<file path="src/assert_macros.svh">
`ifndef ASSERT_MACROS_SVH
`define ASSERT_MACROS_SVH

// clocked check, masked while in reset
`define DEQ_ASSERT(lbl, prop, msg) \
  lbl: assert property (@(posedge clk) disable iff (!rst_n) prop) else $error(msg);

// clocked check that also covers the reset cycles
`define DEQ_ASSERT_RST(lbl, prop, msg) \
  lbl: assert property (@(posedge clk) prop) else $error(msg);

`endif

</file>
<file path="src/deq_pkg.sv">
package deq_pkg;

  typedef enum logic [1:0] {
    OP_PUSH   = 2'd0,
    OP_POP    = 2'd1,
    OP_REV    = 2'd2,
    OP_SEARCH = 2'd3
  } op_t;

  typedef enum logic [1:0] {
    STAT_OK        = 2'd0,
    STAT_EMPTY     = 2'd1,
    STAT_FULL      = 2'd2,
    STAT_NOT_FOUND = 2'd3
  } status_t;

  typedef enum logic [1:0] {
    ST_IDLE,
    ST_WALK,
    ST_DONE
  } state_t;

  typedef enum logic [1:0] {
    SEL_HOLD,
    SEL_PREV,
    SEL_NEXT,
    SEL_LOAD
  } cell_sel_t;

endpackage

</file>
<file path="src/deq_if.sv">
interface deq_in_if #(
  parameter int WORD_BITS = 32
);
  logic                 valid;
  logic                 ready;
  logic [1:0]           op;
  logic                 at_back;
  logic [WORD_BITS-1:0] data_in;
  logic [WORD_BITS-1:0] search_key;

  modport source (output valid, op, at_back, data_in, search_key, input ready);
  modport sink   (input valid, op, at_back, data_in, search_key, output ready);
endinterface

interface deq_out_if #(
  parameter int WORD_BITS = 32,
  parameter int CNT_BITS  = 5
);
  logic                 valid;
  logic                 ready;
  logic [WORD_BITS-1:0] data_out;
  logic [1:0]           status;
  logic [CNT_BITS-1:0]  entry_count;

  modport source (output valid, data_out, status, entry_count, input ready);
  modport sink   (input valid, data_out, status, entry_count, output ready);
endinterface

</file>
<file path="src/double_ended_queue_with_search_unit.sv">
// Push, front pop, reverse and any item on an empty queue go straight to ST_DONE.
// Back pop and search of a non-empty queue pass through ST_WALK, where the cell ring rotates
// once around so a compare point at one chain end (chosen by direction) sees every entry in order.
// Result passes from ST_DONE into the output register once that is free; the next item is taken while it waits there.
// Reset (rst_n low, synchronous): queue empty, not reversed, no result pending.
`include "assert_macros.svh"

module double_ended_queue_with_search_unit
  import deq_pkg::*;
#(
  parameter int DEPTH     = 16,
  parameter int WORD_BITS = 32
) (
  input  logic         clk,
  input  logic         rst_n,
  deq_in_if.sink       in_ch,
  deq_out_if.source    out_ch
);

  localparam int CW = $clog2(DEPTH + 1);
  localparam int RB = $clog2(DEPTH);
  localparam logic [CW:0]   DEPTH_W = (CW+1)'(DEPTH);
  localparam logic [RB-1:0] R_LAST  = RB'(DEPTH - 1);

  logic [WORD_BITS-1:0] q   [DEPTH];
  cell_sel_t            sel [DEPTH];

  state_t               state_r, state_nxt;
  logic [CW-1:0]        cnt_r, cnt_nxt;
  logic                 rev_r, rev_nxt;
  logic [RB-1:0]        rot_r, rot_nxt;
  logic                 dir_r, dir_nxt;
  logic                 pop_r, pop_nxt;
  logic                 found_r, found_nxt;
  logic [WORD_BITS-1:0] key_r, key_nxt;
  logic [WORD_BITS-1:0] res_data_r, res_data_nxt;
  status_t              res_stat_r, res_stat_nxt;
  logic                 out_valid_r, out_valid_nxt;
  logic [WORD_BITS-1:0] out_data_r, out_data_nxt;
  status_t              out_stat_r, out_stat_nxt;
  logic [CW-1:0]        out_cnt_r, out_cnt_nxt;

  logic acc;
  logic stored_back;
  logic full;
  logic empty;
  op_t  op;

  for (genvar i = 0; i < DEPTH; i++) begin : g_cell
    deq_cell #(.WORD_BITS(WORD_BITS)) u_cell (
      .clk    (clk),
      .sel    (sel[i]),
      .prev_i (q[(i + DEPTH - 1) % DEPTH]),
      .next_i (q[(i + 1) % DEPTH]),
      .load_i (in_ch.data_in),
      .q_o    (q[i])
    );
  end

  assign in_ch.ready = (state_r == ST_IDLE);
  assign acc         = in_ch.valid && in_ch.ready;
  assign op          = op_t'(in_ch.op);
  assign stored_back = in_ch.at_back ^ rev_r;
  assign full        = (cnt_r == CW'(DEPTH));
  assign empty       = (cnt_r == '0);

  always_comb begin
    logic [CW:0] rsum;
    logic        hit;
    rsum          = (CW+1)'(rot_r) + (CW+1)'(cnt_r);
    hit           = 1'b0;
    state_nxt     = state_r;
    cnt_nxt       = cnt_r;
    rev_nxt       = rev_r;
    rot_nxt       = rot_r;
    dir_nxt       = dir_r;
    pop_nxt       = pop_r;
    found_nxt     = found_r;
    key_nxt       = key_r;
    res_data_nxt  = res_data_r;
    res_stat_nxt  = res_stat_r;
    out_valid_nxt = out_valid_r && !out_ch.ready;
    out_data_nxt  = out_data_r;
    out_stat_nxt  = out_stat_r;
    out_cnt_nxt   = out_cnt_r;
    for (int i = 0; i < DEPTH; i++) begin
      sel[i] = SEL_HOLD;
    end

    case (state_r)
      ST_IDLE: begin
        if (acc) begin
          res_data_nxt = '0;
          res_stat_nxt = STAT_OK;
          state_nxt    = ST_DONE;
          case (op)
            OP_PUSH: begin
              if (full) begin
                res_stat_nxt = STAT_FULL;
              end else begin
                cnt_nxt = cnt_r + 1'b1;
                if (stored_back) begin
                  for (int i = 0; i < DEPTH; i++) begin
                    if (CW'(i) == cnt_r) sel[i] = SEL_LOAD;
                  end
                end else begin
                  for (int i = 1; i < DEPTH; i++) begin
                    sel[i] = SEL_PREV;
                  end
                  sel[0] = SEL_LOAD;
                end
              end
            end
            OP_POP: begin
              if (empty) begin
                res_stat_nxt = STAT_EMPTY;
              end else if (stored_back) begin
                state_nxt = ST_WALK;
                rot_nxt   = '0;
                dir_nxt   = 1'b0;
                pop_nxt   = 1'b1;
              end else begin
                res_data_nxt = q[0];
                cnt_nxt      = cnt_r - 1'b1;
                for (int i = 0; i < DEPTH; i++) begin
                  sel[i] = SEL_NEXT;
                end
              end
            end
            OP_REV: begin
              rev_nxt = !rev_r;
            end
            OP_SEARCH: begin
              if (empty) begin
                res_stat_nxt = STAT_EMPTY;
              end else begin
                state_nxt    = ST_WALK;
                rot_nxt      = '0;
                dir_nxt      = rev_r;
                pop_nxt      = 1'b0;
                found_nxt    = 1'b0;
                key_nxt      = in_ch.search_key;
                res_stat_nxt = STAT_NOT_FOUND;
              end
            end
            default: state_nxt = ST_DONE;
          endcase
        end
      end

      ST_WALK: begin
        for (int i = 0; i < DEPTH; i++) begin
          sel[i] = dir_r ? SEL_PREV : SEL_NEXT;
        end
        if (pop_r) begin
          if ((CW+1)'(rot_r) + 1'b1 == (CW+1)'(cnt_r)) res_data_nxt = q[0];
        end else if (!found_r) begin
          if (dir_r) hit = (q[DEPTH-1] == key_r) && (rsum >= DEPTH_W);
          else       hit = (q[0] == key_r) && (CW'(rot_r) < cnt_r);
          if (hit) begin
            found_nxt    = 1'b1;
            res_data_nxt = key_r;
            res_stat_nxt = STAT_OK;
          end
        end
        rot_nxt = rot_r + 1'b1;
        if (rot_r == R_LAST) begin
          state_nxt = ST_DONE;
          if (pop_r) cnt_nxt = cnt_r - 1'b1;
        end
      end

      ST_DONE: begin
        if (!out_valid_r || out_ch.ready) begin
          out_valid_nxt = 1'b1;
          out_data_nxt  = res_data_r;
          out_stat_nxt  = res_stat_r;
          out_cnt_nxt   = cnt_r;
          state_nxt     = ST_IDLE;
        end
      end

      default: state_nxt = ST_IDLE;
    endcase
  end

  always_ff @(posedge clk) begin
    if (!rst_n) begin
      state_r     <= ST_IDLE;
      cnt_r       <= '0;
      rev_r       <= 1'b0;
      out_valid_r <= 1'b0;
    end else begin
      state_r     <= state_nxt;
      cnt_r       <= cnt_nxt;
      rev_r       <= rev_nxt;
      out_valid_r <= out_valid_nxt;
    end
  end

  always_ff @(posedge clk) begin
    rot_r      <= rot_nxt;
    dir_r      <= dir_nxt;
    pop_r      <= pop_nxt;
    found_r    <= found_nxt;
    key_r      <= key_nxt;
    res_data_r <= res_data_nxt;
    res_stat_r <= res_stat_nxt;
    out_data_r <= out_data_nxt;
    out_stat_r <= out_stat_nxt;
    out_cnt_r  <= out_cnt_nxt;
  end

  assign out_ch.valid       = out_valid_r;
  assign out_ch.data_out    = out_data_r;
  assign out_ch.status      = out_stat_r;
  assign out_ch.entry_count = out_cnt_r;

  `DEQ_ASSERT_RST(a_reset_empty, !rst_n |=> (cnt_r == '0) && (state_r == ST_IDLE), "reset not empty")
  `DEQ_ASSERT(a_cnt_bound, cnt_r <= CW'(DEPTH), "count above depth")
  `DEQ_ASSERT(a_accept_busy, acc |=> state_r != ST_IDLE, "item accepted but not worked")
  `DEQ_ASSERT(a_walk_end, (state_r == ST_WALK) && (rot_r == R_LAST) |=> state_r == ST_DONE, "walk overran ring")
  `DEQ_ASSERT(a_full_drop, acc && (op == OP_PUSH) && full |=> $stable(cnt_r), "push taken while full")

endmodule

</file>
<file path="src/deq_cell.sv">
module deq_cell
  import deq_pkg::*;
#(
  parameter int WORD_BITS = 32
) (
  input  logic                 clk,
  input  cell_sel_t            sel,
  input  logic [WORD_BITS-1:0] prev_i,
  input  logic [WORD_BITS-1:0] next_i,
  input  logic [WORD_BITS-1:0] load_i,
  output logic [WORD_BITS-1:0] q_o
);

  logic [WORD_BITS-1:0] word_r;

  always_ff @(posedge clk) begin
    case (sel)
      SEL_PREV: word_r <= prev_i;
      SEL_NEXT: word_r <= next_i;
      SEL_LOAD: word_r <= load_i;
      default:  word_r <= word_r;
    endcase
  end

  assign q_o = word_r;

endmodule
</file>
<file path="src/flat_wrapper.sv">
// flat-port wrapper written by rule: the top's interface ports become plain ports
module double_ended_queue_with_search_unit_flat import deq_pkg::*;
#(
  parameter int DEPTH     = 16,
  parameter int WORD_BITS = 32
)
  (clk, rst_n, in_ch_valid, in_ch_op, in_ch_at_back, in_ch_data_in, in_ch_search_key, in_ch_ready, out_ch_valid, out_ch_data_out, out_ch_status, out_ch_entry_count, out_ch_ready);
  deq_in_if #(.WORD_BITS(WORD_BITS)) in_ch_i ();
  deq_out_if #(.WORD_BITS(WORD_BITS)) out_ch_i ();
  input  logic clk;
  input  logic rst_n;
  input wire logic [$bits(in_ch_i.valid)-1:0] in_ch_valid;
  input wire logic [$bits(in_ch_i.op)-1:0] in_ch_op;
  input wire logic [$bits(in_ch_i.at_back)-1:0] in_ch_at_back;
  input wire logic [$bits(in_ch_i.data_in)-1:0] in_ch_data_in;
  input wire logic [$bits(in_ch_i.search_key)-1:0] in_ch_search_key;
  output wire logic [$bits(in_ch_i.ready)-1:0] in_ch_ready;
  output wire logic [$bits(out_ch_i.valid)-1:0] out_ch_valid;
  output wire logic [$bits(out_ch_i.data_out)-1:0] out_ch_data_out;
  output wire logic [$bits(out_ch_i.status)-1:0] out_ch_status;
  output wire logic [$bits(out_ch_i.entry_count)-1:0] out_ch_entry_count;
  input wire logic [$bits(out_ch_i.ready)-1:0] out_ch_ready;
  assign in_ch_i.valid = in_ch_valid;
  assign in_ch_i.op = in_ch_op;
  assign in_ch_i.at_back = in_ch_at_back;
  assign in_ch_i.data_in = in_ch_data_in;
  assign in_ch_i.search_key = in_ch_search_key;
  assign in_ch_ready = in_ch_i.ready;
  assign out_ch_valid = out_ch_i.valid;
  assign out_ch_data_out = out_ch_i.data_out;
  assign out_ch_status = out_ch_i.status;
  assign out_ch_entry_count = out_ch_i.entry_count;
  assign out_ch_i.ready = out_ch_ready;
  double_ended_queue_with_search_unit #(.DEPTH(DEPTH), .WORD_BITS(WORD_BITS)) u_core (.clk(clk), .rst_n(rst_n), .in_ch(in_ch_i), .out_ch(out_ch_i));
endmodule
</file>
<file path="config.mk">
export PLATFORM = sky130hd
export DESIGN_NAME = double_ended_queue_with_search_unit_flat
export DESIGN_NICKNAME = d
export VERILOG_FILES = /design/src/deq_pkg.sv /design/src/deq_if.sv /design/src/double_ended_queue_with_search_unit.sv /design/src/deq_cell.sv /design/src/flat_wrapper.sv
export VERILOG_INCLUDE_DIRS = /design/src /design/src/src
export SDC_FILE = /design/constraint.sdc
export NUM_CORES = 1
export LEC_CHECK = 0
export ABC_AREA = 1
export BUFFER_PORTS_ARGS = -buffer_cell sky130_fd_sc_hd__buf_2
export CORE_ASPECT_RATIO = 0.7
export CORE_MARGIN = 2
export CORE_UTILIZATION = 40
export DETAILED_ROUTE_END_ITERATION = 8
export PLACE_DENSITY = 0.62
export SKIP_CTS_REPAIR_TIMING = 1
export SLEW_MARGIN = 20
export SYNTH_ARGS = -nofsm -noshare
export SYNTH_HDL_FRONTEND = slang
export SYNTH_SLANG_ARGS = --single-unit
</file>
<file path="constraint.sdc">
create_clock -name clk -period 5.95 [get_ports clk]
set_input_delay 0.2975 -clock clk [delete_from_list [all_inputs] [get_ports clk]]
set_output_delay 0.2975 -clock clk [all_outputs]
set_load 0.005 [all_outputs]
</file>
# Yosys cells after proc, flatten, opt, wreduce, memory -nomap -nowiden
# Cells that the tools add are included.
[word_totals] ff_bits=633 out_inout_bits=41
[classes] eq_ne=95 reduce_logical=39 order_cmp=2 add_sub_neg=5 n_mux=100 bitwise=2
[ops] operator="one-hot mux 32 bit (3 select lines)" n=16
[ops] operator="2-to-1 mux 32 bit" n=13
[ops] operator="one-hot mux 32 bit (2 select lines)" n=3
[ops] operator="equality test 2 bit, second input constant" n=35
[ops] operator="equality test 32 bit" n=2
[ops] operator="2-to-1 mux 2 bit" n=29
[ops] operator="nonzero test 3 bit" n=16
[ops] operator="equality test 4 x 5 -> 1 bit, first input constant" n=8
[ops] operator="equality test 2 x 1 -> 1 bit, second input constant" n=18
[ops] operator="2-to-1 mux 5 bit" n=6
[ops] operator="!= test 3 bit, second input constant" n=8
[ops] operator="equality test 3 x 5 -> 1 bit, first input constant" n=4
[ops] operator="one-hot mux 5 bit (2 select lines)" n=2
[ops] operator="2-to-1 mux 1 bit" n=18
[ops] operator="2-to-1 mux 4 bit" n=4
[ops] operator="one-hot mux 4 bit (2 select lines)" n=2
[ops] operator="AND reduction 5 bit" n=3
[ops] operator="!= test 2 bit, second input constant" n=7
[ops] operator="one-hot mux 2 bit (3 select lines)" n=2
[ops] operator="AND reduction 6 bit" n=2
[ops] operator="equality test 2 x 5 -> 1 bit, first input constant" n=2
[ops] operator="!= test 2 x 1 -> 1 bit, second input constant" n=5
[ops] operator="one-hot mux 2 bit (2 select lines)" n=2
[ops] operator="AND reduction 8 bit" n=1
[ops] operator="other kinds (25)" n=35

# Depth between registers and ports, before layout
# Gate-level depths: netlist (run 1).
[depth] ltp_word=11 mapped_depth=12 ltp_nobuf=12

# Hierarchy
# A second synthesis (run 1) with hierarchy kept.
[hier_totals] cells_unflattened=3595 hier_area_um2=34071.4
[by_module_without_submodules] module="deq_cell" n_inst=16 area_each_um2=1712.9 cells_per_inst=180
[by_module_without_submodules] module="double_ended_queue_with_search_unit" n_inst=1 area_each_um2=6665.1 cells_per_inst=715

# Worst setup path before layout (run 1)
# Ideal clock, no wire load.
[synth_timing] path_type="reg2reg" startpoint="reg u_core.state_r[1]" endpoint="reg u_core.out_data_r[0] (netlist: u_core.out_ch.data_out[0]) (enable)" synth_period_minus_slack_ns=3.556 setup_ns=0.484 path_slack_ns=2.394 t_required_ns=5.466 path_stages_with_launch=3 t_arrival_ns=3.072 path_buffers=0 path_cell_list="dfxtp_1 -> inv_1 -> nor3_1"
[synth_via] elab_chain_cells=2
[synth_rtl] item="start, declared" line="double_ended_queue_with_search_unit.sv:28" rtl="state_t state_r, state_nxt;"
[synth_rtl] item="start signal, assigned" line="double_ended_queue_with_search_unit.sv:194" rtl="state_r <= state_nxt;"
[synth_rtl] item="equality test 2 bit" line="double_ended_queue_with_search_unit.sv:90" rtl="case (state_r)"
[synth_rtl] item="AND reduction 2 bit (no source line)"
[synth_rtl] item="end signal, assigned" line="double_ended_queue_with_search_unit.sv:209" rtl="out_data_r <= out_data_nxt;"
[synth_rtl] item="end, declared" line="double_ended_queue_with_search_unit.sv:39" rtl="logic [WORD_BITS-1:0] out_data_r, out_data_nxt;"
# Every way passes these cells.
# A chain may end at the register's enable or synchronous reset.

# Worst setup path in the final report (run 1)
[layout_timing] startpoint="reg u_core.state_r[1]" endpoint="reg u_core.g_cell[0].u_cell.word_r[31] (data pin)"
[layout_via] elab_chain_cells=6 word_cells_on_any_way=9 classes_between="eq/ne (4); mux (3); reduce/logical (2)"
[layout_rtl] item="logical NOT 2 bit" line="double_ended_queue_with_search_unit.sv:60, double_ended_queue_with_search_unit.sv:90"
[layout_rtl] item="logical AND 1 bit" line="double_ended_queue_with_search_unit.sv:61" rtl="assign acc = in_ch.valid && in_ch.ready;"
[layout_rtl] item="2-to-1 mux 32 bit" line="double_ended_queue_with_search_unit.sv:92" rtl="if (acc) begin"
[layout_rtl] item="one-hot mux 32 bit (2 select lines) *" line="double_ended_queue_with_search_unit.sv:90"
[layout_rtl] item="equality test 2 bit or equality test 2 x 1 -> 1 bit (tied branches)" line="deq_cell.sv:17" rtl="case (sel)"
[layout_rtl] item="one-hot mux 32 bit (3 select lines) *" line="deq_cell.sv:17"
[layout_rtl] item="end signal, assigned" line="deq_cell.sv:18" rtl="SEL_PREV: word_r <= prev_i;"
[layout_rtl] item="end signal, assigned" line="deq_cell.sv:19" rtl="SEL_NEXT: word_r <= next_i;"
[layout_rtl] item="end signal, assigned" line="deq_cell.sv:20" rtl="SEL_LOAD: word_r <= load_i;"
[layout_rtl] item="end, declared" line="deq_cell.sv:14" rtl="logic [WORD_BITS-1:0] word_r;"
# Every way passes the cells marked *; elsewhere a longest branch is shown, timed or not.

==> metrics.yaml, run 1 <==
clockBufferDepth: 3
synth_flop_cell: "edfxtp_1"
min_period_ps: 4110
ctsHtreeMaxLevel: 2
rsz0062_at_grt: "no"
critPathMaxFanout: 26
initialDrtViolationCount: 3331
cts_buffers: 58
grt_use_total_pct: 24.4
critical_path_required_ps: 6370
synth-edff-count: 624
detailed_place_hpwl_um: 65800
synth_cells: 2987
place_congestion: 0.932
hold_violations: 0
syn-cell-area_sq_um: 30400
die_h_um: 235
start_util_pct: 40.5
whs_ps: 18.2
vdd_drop_max_mv: 0.197
grt_max_degree: 122
synth_cell_types: 35
io_pins: 112
cp_cell_sequence: "inv_1, nand2_1, nor2_2, nand2_2, inv_1, nand2_1, nor2_2, clkinv_1, o211ai_1"
crit_type: "reg -> reg"
startpoint: "u_core.state_r[1]"
rows: 84
die-area_sq_um: 78300
drt-wirelength-per-cell_um: 24.2
syn_nets: 3073
clkPwrFrac_pct: 36.3
power.total_mw: 10.6
p_int_mw: 7.79
tightest_slew_ps: 1060
status: "complete, no violations"
end_kind: "flop"
seqCellArea_sq_um: 18900
clk_latency_ps: 630
timing.final.crit_share_pct: 69.0
ys_seq_elements: 633
drt-pass1-iter-count: 6
p_leak_nw: 13.6
multi_input_area_sq_um: 10200
max_slew_margin_pct: 29.0
setup_viol: 0
overflow: 0
antenna_found_initial: 3
cp.arrival_ps: 4520
maxSlewViolCount: 0
cts_tree: "yes"
clock_sinks: 633
grt_pass1_vias: 22800
hold_start: "out_ch_ready"
layout.nets: 3130
r2r_start: "u_core.state_r[1]"
grt_pass1_wl_um: 146000
critPathMaxStageDelay_ps: 920
crit_family: "simple AND/OR/NAND/NOR gates"
p_per_area_nw_per_um2: 310
cts.clk_slew.worst_paths_ps: 70
avgSynthCellArea_sq_um: 10.2
crit_path_top_delay_cell: "clkinv_1"
core_sq_um: 75100
crit_buf_inv: 3
drc: 0
fin_skew_ps: 27.8
root_buffer: "clkbuf_16"
hold_path_class: "in -> reg"
drive_above_1_share_pct: 9.64
num_vias: 24100
port_buffers: 111
async_reset_ff_share_pct: 0
tns_ps: 0
ys_warn_count: 0
fillCellCount: 7079
viasPerCell: 5.92
cap_violations: 0
critPathLaunchType: "flop"
fp.dieW_um: 334
max_freq_ghz: 0.243
pwr-share-seq_pct: 52.6
p_sw_mw: 2.81
power_frac_comb_pct: 11.1
wl_um: 98900
area_growth_syn_to_layout_pct: 12.3
ys_seq_area_share_pct: 62.2
swShare_pct: 26.5
ant_nets: 0
[power groups by stage]
stage	registers [mW]	clock network [mW]	logic, mW
global route	5.60	4.05	1.29
finish	5.57	3.85	1.18
CTS	5.57	3.88	1.14
global placement	5.66	0	1.12
floorplan	5.58	0	0.721
detailed placement	5.66	0	1.14
[sequential cells by signal, summed over array words and instances, names as in the netlist]
register,count
u_core.key_r,32
u_core.res_stat_r,2
u_core.pop_r,1
u_core.out_ch.valid,1
u_core.dir_r,1
u_core.out_ch.data_out,32
u_core.state_r,2
u_core.g_cell.u_cell.q_o,512
u_core.rot_r,4
u_core.found_r,1
u_core.rev_r,1
u_core.res_data_r,32
u_core.cnt_r,5
u_core.out_ch.entry_count,5
u_core.out_ch.status,2
[cells by family (layout without fill, tap and decap cells)]
family                   Yosys count  after routing  synth area share [%]
flip-flops                       633            633                  62.2
adder cells (fa/ha/maj)           15             15                 0.617
AO/OA/AOI/OAI                    601            601                  14.3
XOR/XNOR                          24             24                 0.716
AND/OR/NAND/NOR                 1356           1356                  17.3
other                              0              1                     0
buffers and inverters            358            461                  4.80
[per-stage QoR]
stage / cell area (sq um) / cells / util [%] / setup slack, ps
finish: 34200 / 4080 / 45.4 / 1840
floorplan: 30400 / 2987 / - / 2390
global route: 34100 / 4079 / 45.4 / 1560
CTS: 33800 / 4046 / 45.0 / 1910
global placement: 31900 / 3940 / 42.5 / 2060
detailed placement: 31900 / 3940 / 42.5 / 1940
[routing by layer]
metal | global-route usage, % | up-vias | share of wire [%]
li1 | - | 10700 | -
met1 | 37.7 | 12000 | 44
met2 | 35.3 | 1337 | 43
met3 | 5.20 | 121 | 11
met4 | 4.74 | 4 | 1.8
met5 | 0 | - | 0.027
[Yosys cell counts (2+ instances only)]
cell / count / area [sq um]
edfxtp_1: 624 / 18700
o22ai_1: 24 / 150
o21a_1: 2 / 15.0
nor3_2: 10 / 100
xnor2_1: 14 / 123
o221ai_1: 24 / 210
a22oi_1: 425 / 3190
nor3_1: 8 / 40.0
clkinv_1: 2 / 7.51
ha_1: 15 / 188
nor2_1: 77 / 289
buf_4: 4 / 30.0
a31oi_1: 2 / 12.5
buf_2: 82 / 410
a21oi_1: 28 / 140
nand4_1: 5 / 31.3
o21ai_0: 32 / 160
dfxtp_1: 9 / 180
nand3_1: 53 / 265
xor2_1: 9 / 78.8
clkbuf_1: 112 / 420
nand2_1: 1197 / 4490
o211ai_1: 60 / 450
buf_1: 8 / 30.0
o21bai_1: 2 / 15.0
inv_2: 5 / 18.8
inv_1: 145 / 544
nor2_2: 2 / 12.5
[worst min-delay path, cell delays in order]
cell	delay, ps
buf_2	70
nor2_1	80
nand2_1	80
a21oi_1	60
[path summary, 6_finish.rpt]
kind	to	slack, ps	cells past startpoint
worst max-delay path	u_core.g_cell[0].u_cell.q_o[31]	1840	9
worst min-delay path	u_core.state_r[1]	20	4
worst max register to register	u_core.g_cell[0].u_cell.q_o[31]	1840	9
worst min register to register	u_core.out_ch.data_out[6]	410	0
[layout make-up]
type	instances	area share, %
well taps	989	3.62
clock inverters	39	1.07
diodes	1	0.00733
flip-flops and latches	633	55.4
inverters	152	1.67
clock buffers	67	4.41
repair buffers	203	4.00
multi-input cells	1996	29.8
[layout by cell type (no fill, tap or decap), drive strengths merged]
cell,synthesis,layout
nor2,79,79
nand3,53,53
o221ai,24,24
nand2,1198,1198
o21a,2,2
o21ai,32,32
edfxtp,624,624
buf,94,170
clkbuf,112,67
a31oi,2,2
a22oi,425,425
clkinv,2,30
nand4,5,5
a21oi,28,28
xnor2,15,15
dfxtp,9,9
bufinv,0,7
inv,150,151
diode,0,1
xor2,9,9
clkinvlp,0,3
ha,15,15
o22ai,25,25
o21bai,2,2
dlygate4sd3,0,33
o211ai,60,60
nor3,19,19
nor4,1,1
a211oi,1,1
or2,1,1
Power figures use the tool's default switching activity.
==> run 2, diff against run 1 <==
Settings changed: ABC_AREA 1 to 0, PLACE_DENSITY 0.62 to 0.64.
Clock period 5.95 ns to 3.65 ns, I/O delays scaled along.
==> metrics.yaml, run 2 <==
clockBufferDepth: 3
r2r_cells: 7
drive_above_1_share_pct: 11.0
overflow: 0
fin_area_sq_um: 33900
ys_seq_area_share_pct: 62.9
layout.nets: 2872
async_reset_ff_share_pct: 0
status: "complete, no violations"
synth_area_leaders: "edfxtp_1 (62%), nand2_1 (13%), a22oi_1 (13%)"
placed_area_sq_um: 31600
ys_seq_elements: 633
final_util_pct: 45.4
setup_viol: 0
maxSlewViolCount: 0
cp.arrival_ps: 3920
fin_ws_ps: 44.1
clock_sinks: 633
viasPerCell: 6.03
dp.cells: 3670
avgSynthCellArea_sq_um: 10.9
die_h_um: 233
hold_path_class: "in -> reg"
io_pins: 112
synth_cells: 2750
max_freq_ghz: 0.277
grt_pass1_vias: 23200
port_buffers: 111
place_congestion: 0.966
ctsHtreeMaxLevel: 2
yosysTopAreaCell: "edfxtp_1"
p_leak_nw: 13.0
initialDrtViolationCount: 3057
mostFrequentLayoutCells: "nand2_1 (1036), edfxtp_1 (624), a22oi_1 (513), buf_2 (111), buf_4 (68)"
place_ws_ps: 50.7
pwr-share-seq_pct: 54.9
rrSetupSlack_ps: 40
die-area_sq_um: 77400
root_buffer: "clkbuf_16"
rows: 84
setup.worst_path.end: "u_core.res_data_r[7]"
wl_um: 89100
crit_path_top_delay_cell: "nor4_1"
synth-edff-count: 624
vdd_drop_max_mv: 0.364
cts_buffers: 57
crit_family: "simple AND/OR/NAND/NOR gates"
min_period_ps: 3610
detailed_place_hpwl_um: 62200
start_util_pct: 40.2
grt_max_degree: 118
critPathLaunchType: "flop"
startpoint: "u_core.g_cell[0].u_cell.q_o[30]"
grt_pass1_wl_um: 135000
critPathMaxFanout: 32
rsz0062_at_grt: "no"
synth_flop_cell: "edfxtp_1"
area_growth_syn_to_layout_pct: 12.7
antenna_found_initial: 2
cts.clk_slew.worst_paths_ps: 60
r2r_start: "u_core.g_cell[0].u_cell.q_o[30]"
synth_cell_types: 48
fin_skew_ps: 20.1
ys_warn_count: 0
swShare_pct: 24.5
hold_violations: 0
clk_latency_ps: 630
syn_nets: 2836
cap_violations: 0
r2r-end: "u_core.res_data_r[7]"
cts_tree: "yes"
max_slew_margin_pct: 31.1
largest_reg_flops: 512
timing.final.crit_share_pct: 98.8
final_cells: 3816
critical_path_required_ps: 3960
cp.depth: 7
core_sq_um: 74700
fp.dieW_um: 332
p_per_area_nw_per_um2: 470
p_int_mw: 12.0
clkPwrFrac_pct: 36.6
crit_top_cell: "nand4_1"
critPathMaxStageDelay_ps: 660
syn-cell-area_sq_um: 30100
synth_common_cells: "nand2_1 (1036), edfxtp_1 (624), a22oi_1 (513), buf_2 (149), clkbuf_1 (82)"
crit_type: "reg -> reg"
drc: 0
final_common_cell: "nand2_1"
end_kind: "flop"
cp_cell_sequence: "xnor2_1, nand4_1, nor4_1, nand4_1, o31a_1, a2111oi_4, buf_12"
grt_use_total_pct: 22.3
fillCellCount: 6895
num_vias: 23000
drt-wirelength-per-cell_um: 23.3
tightest_slew_ps: 1030
synth_top_area_share_pct: 62.3
drt-pass1-iter-count: 6
synth.most_common_cell: "nand2_1"
power_frac_comb_pct: 8.5
ant_nets: 0
p_sw_mw: 3.91
tns_ps: 0
crit_buf_inv: 1
[run 2: through the flow]
stage	power [mW]	hold slack, ps
CTS	15.9	-287
global placement	10.1	362
floorplan	9.59	281
global route	16.4	8.45
detailed placement	10.2	361
finish	15.9	6.91
[run 2: worst min-delay path by stage]
stage	slack [ps]	from	depth (start not counted)	end
floorplan	280	in_ch_search_key[0]	0	u_core.key_r[0]
global placement	360	in_ch_search_key[11]	1	u_core.key_r[11]
detailed placement	360	in_ch_search_key[26]	1	u_core.key_r[26]
CTS	-290	in_ch_search_key[10]	1	u_core.key_r[10]
global route	8	in_ch_op[0]	2	u_core.pop_r
finish	7	in_ch_op[0]	2	u_core.pop_r
[run 2: logic make-up (layout without fill, tap and decap cells)]
logic type      after synthesis  in the layout  synth area share [%]
xor+xnor                     75             75                  2.18
simple gates               1154           1154                  15.3
fa+ha+maj                    15             15                 0.624
compound gates              607            607                  15.0
other cells                   0              1                     0
mux                           3              3                0.0998
flops                       633            633                  62.9
buf+inv                     263            339                  3.95
[run 2: routing by layer]
| layer | share of wire, % | GRT usage, % | wire, um | vias to the layer above |
|---|---|---|---|---|
| met3 | 10 | 4.72 | 9140 | 158 |
| li1 | - | - | - | 10000 |
| met1 | 43 | 32.1 | 38000 | 11600 |
| met5 | 0 | 0 | 0 | - |
| met4 | 1.9 | 5.44 | 1700 | 0 |
| met2 | 45 | 34.6 | 40200 | 1235 |
[run 2: layout make-up]
| type | instances | area (sq um) | area share [%] |
|---|---|---|---|
| sequential | 633 | 18900 | 55.8 |
| multi-input combinational | 1854 | 10200 | 30.1 |
| timing repair buffer | 230 | 1800 | 5.31 |
| clock buffer | 72 | 1500 | 4.44 |
| tap | 989 | 1240 | 3.65 |
| clock inverter | 27 | 205 | 0.605 |
| inverter | 10 | 37.5 | 0.111 |
| antenna | 1 | 2.50 | 0.00738 |
[run 2: power by group through the flow]
| stage | combinational [mW] | sequential (mW) | clock (mW) |
|---|---|---|---|
| finish | 1.35 | 8.75 | 5.84 |
| global route | 1.48 | 8.78 | 6.17 |
| CTS | 1.27 | 8.75 | 5.88 |
| detailed placement | 1.27 | 8.90 | 0 |
| global placement | 1.21 | 8.90 | 0 |
| floorplan | 0.787 | 8.81 | 0 |
[run 2: worst reg2reg max path: stages, from the launching register on]
cell and delay (ps):
edfxtp_1 520, xnor2_1 600, nand4_1 440, nor4_1 660, nand4_1 160, o31a_1 200
a2111oi_4 440, buf_12 260
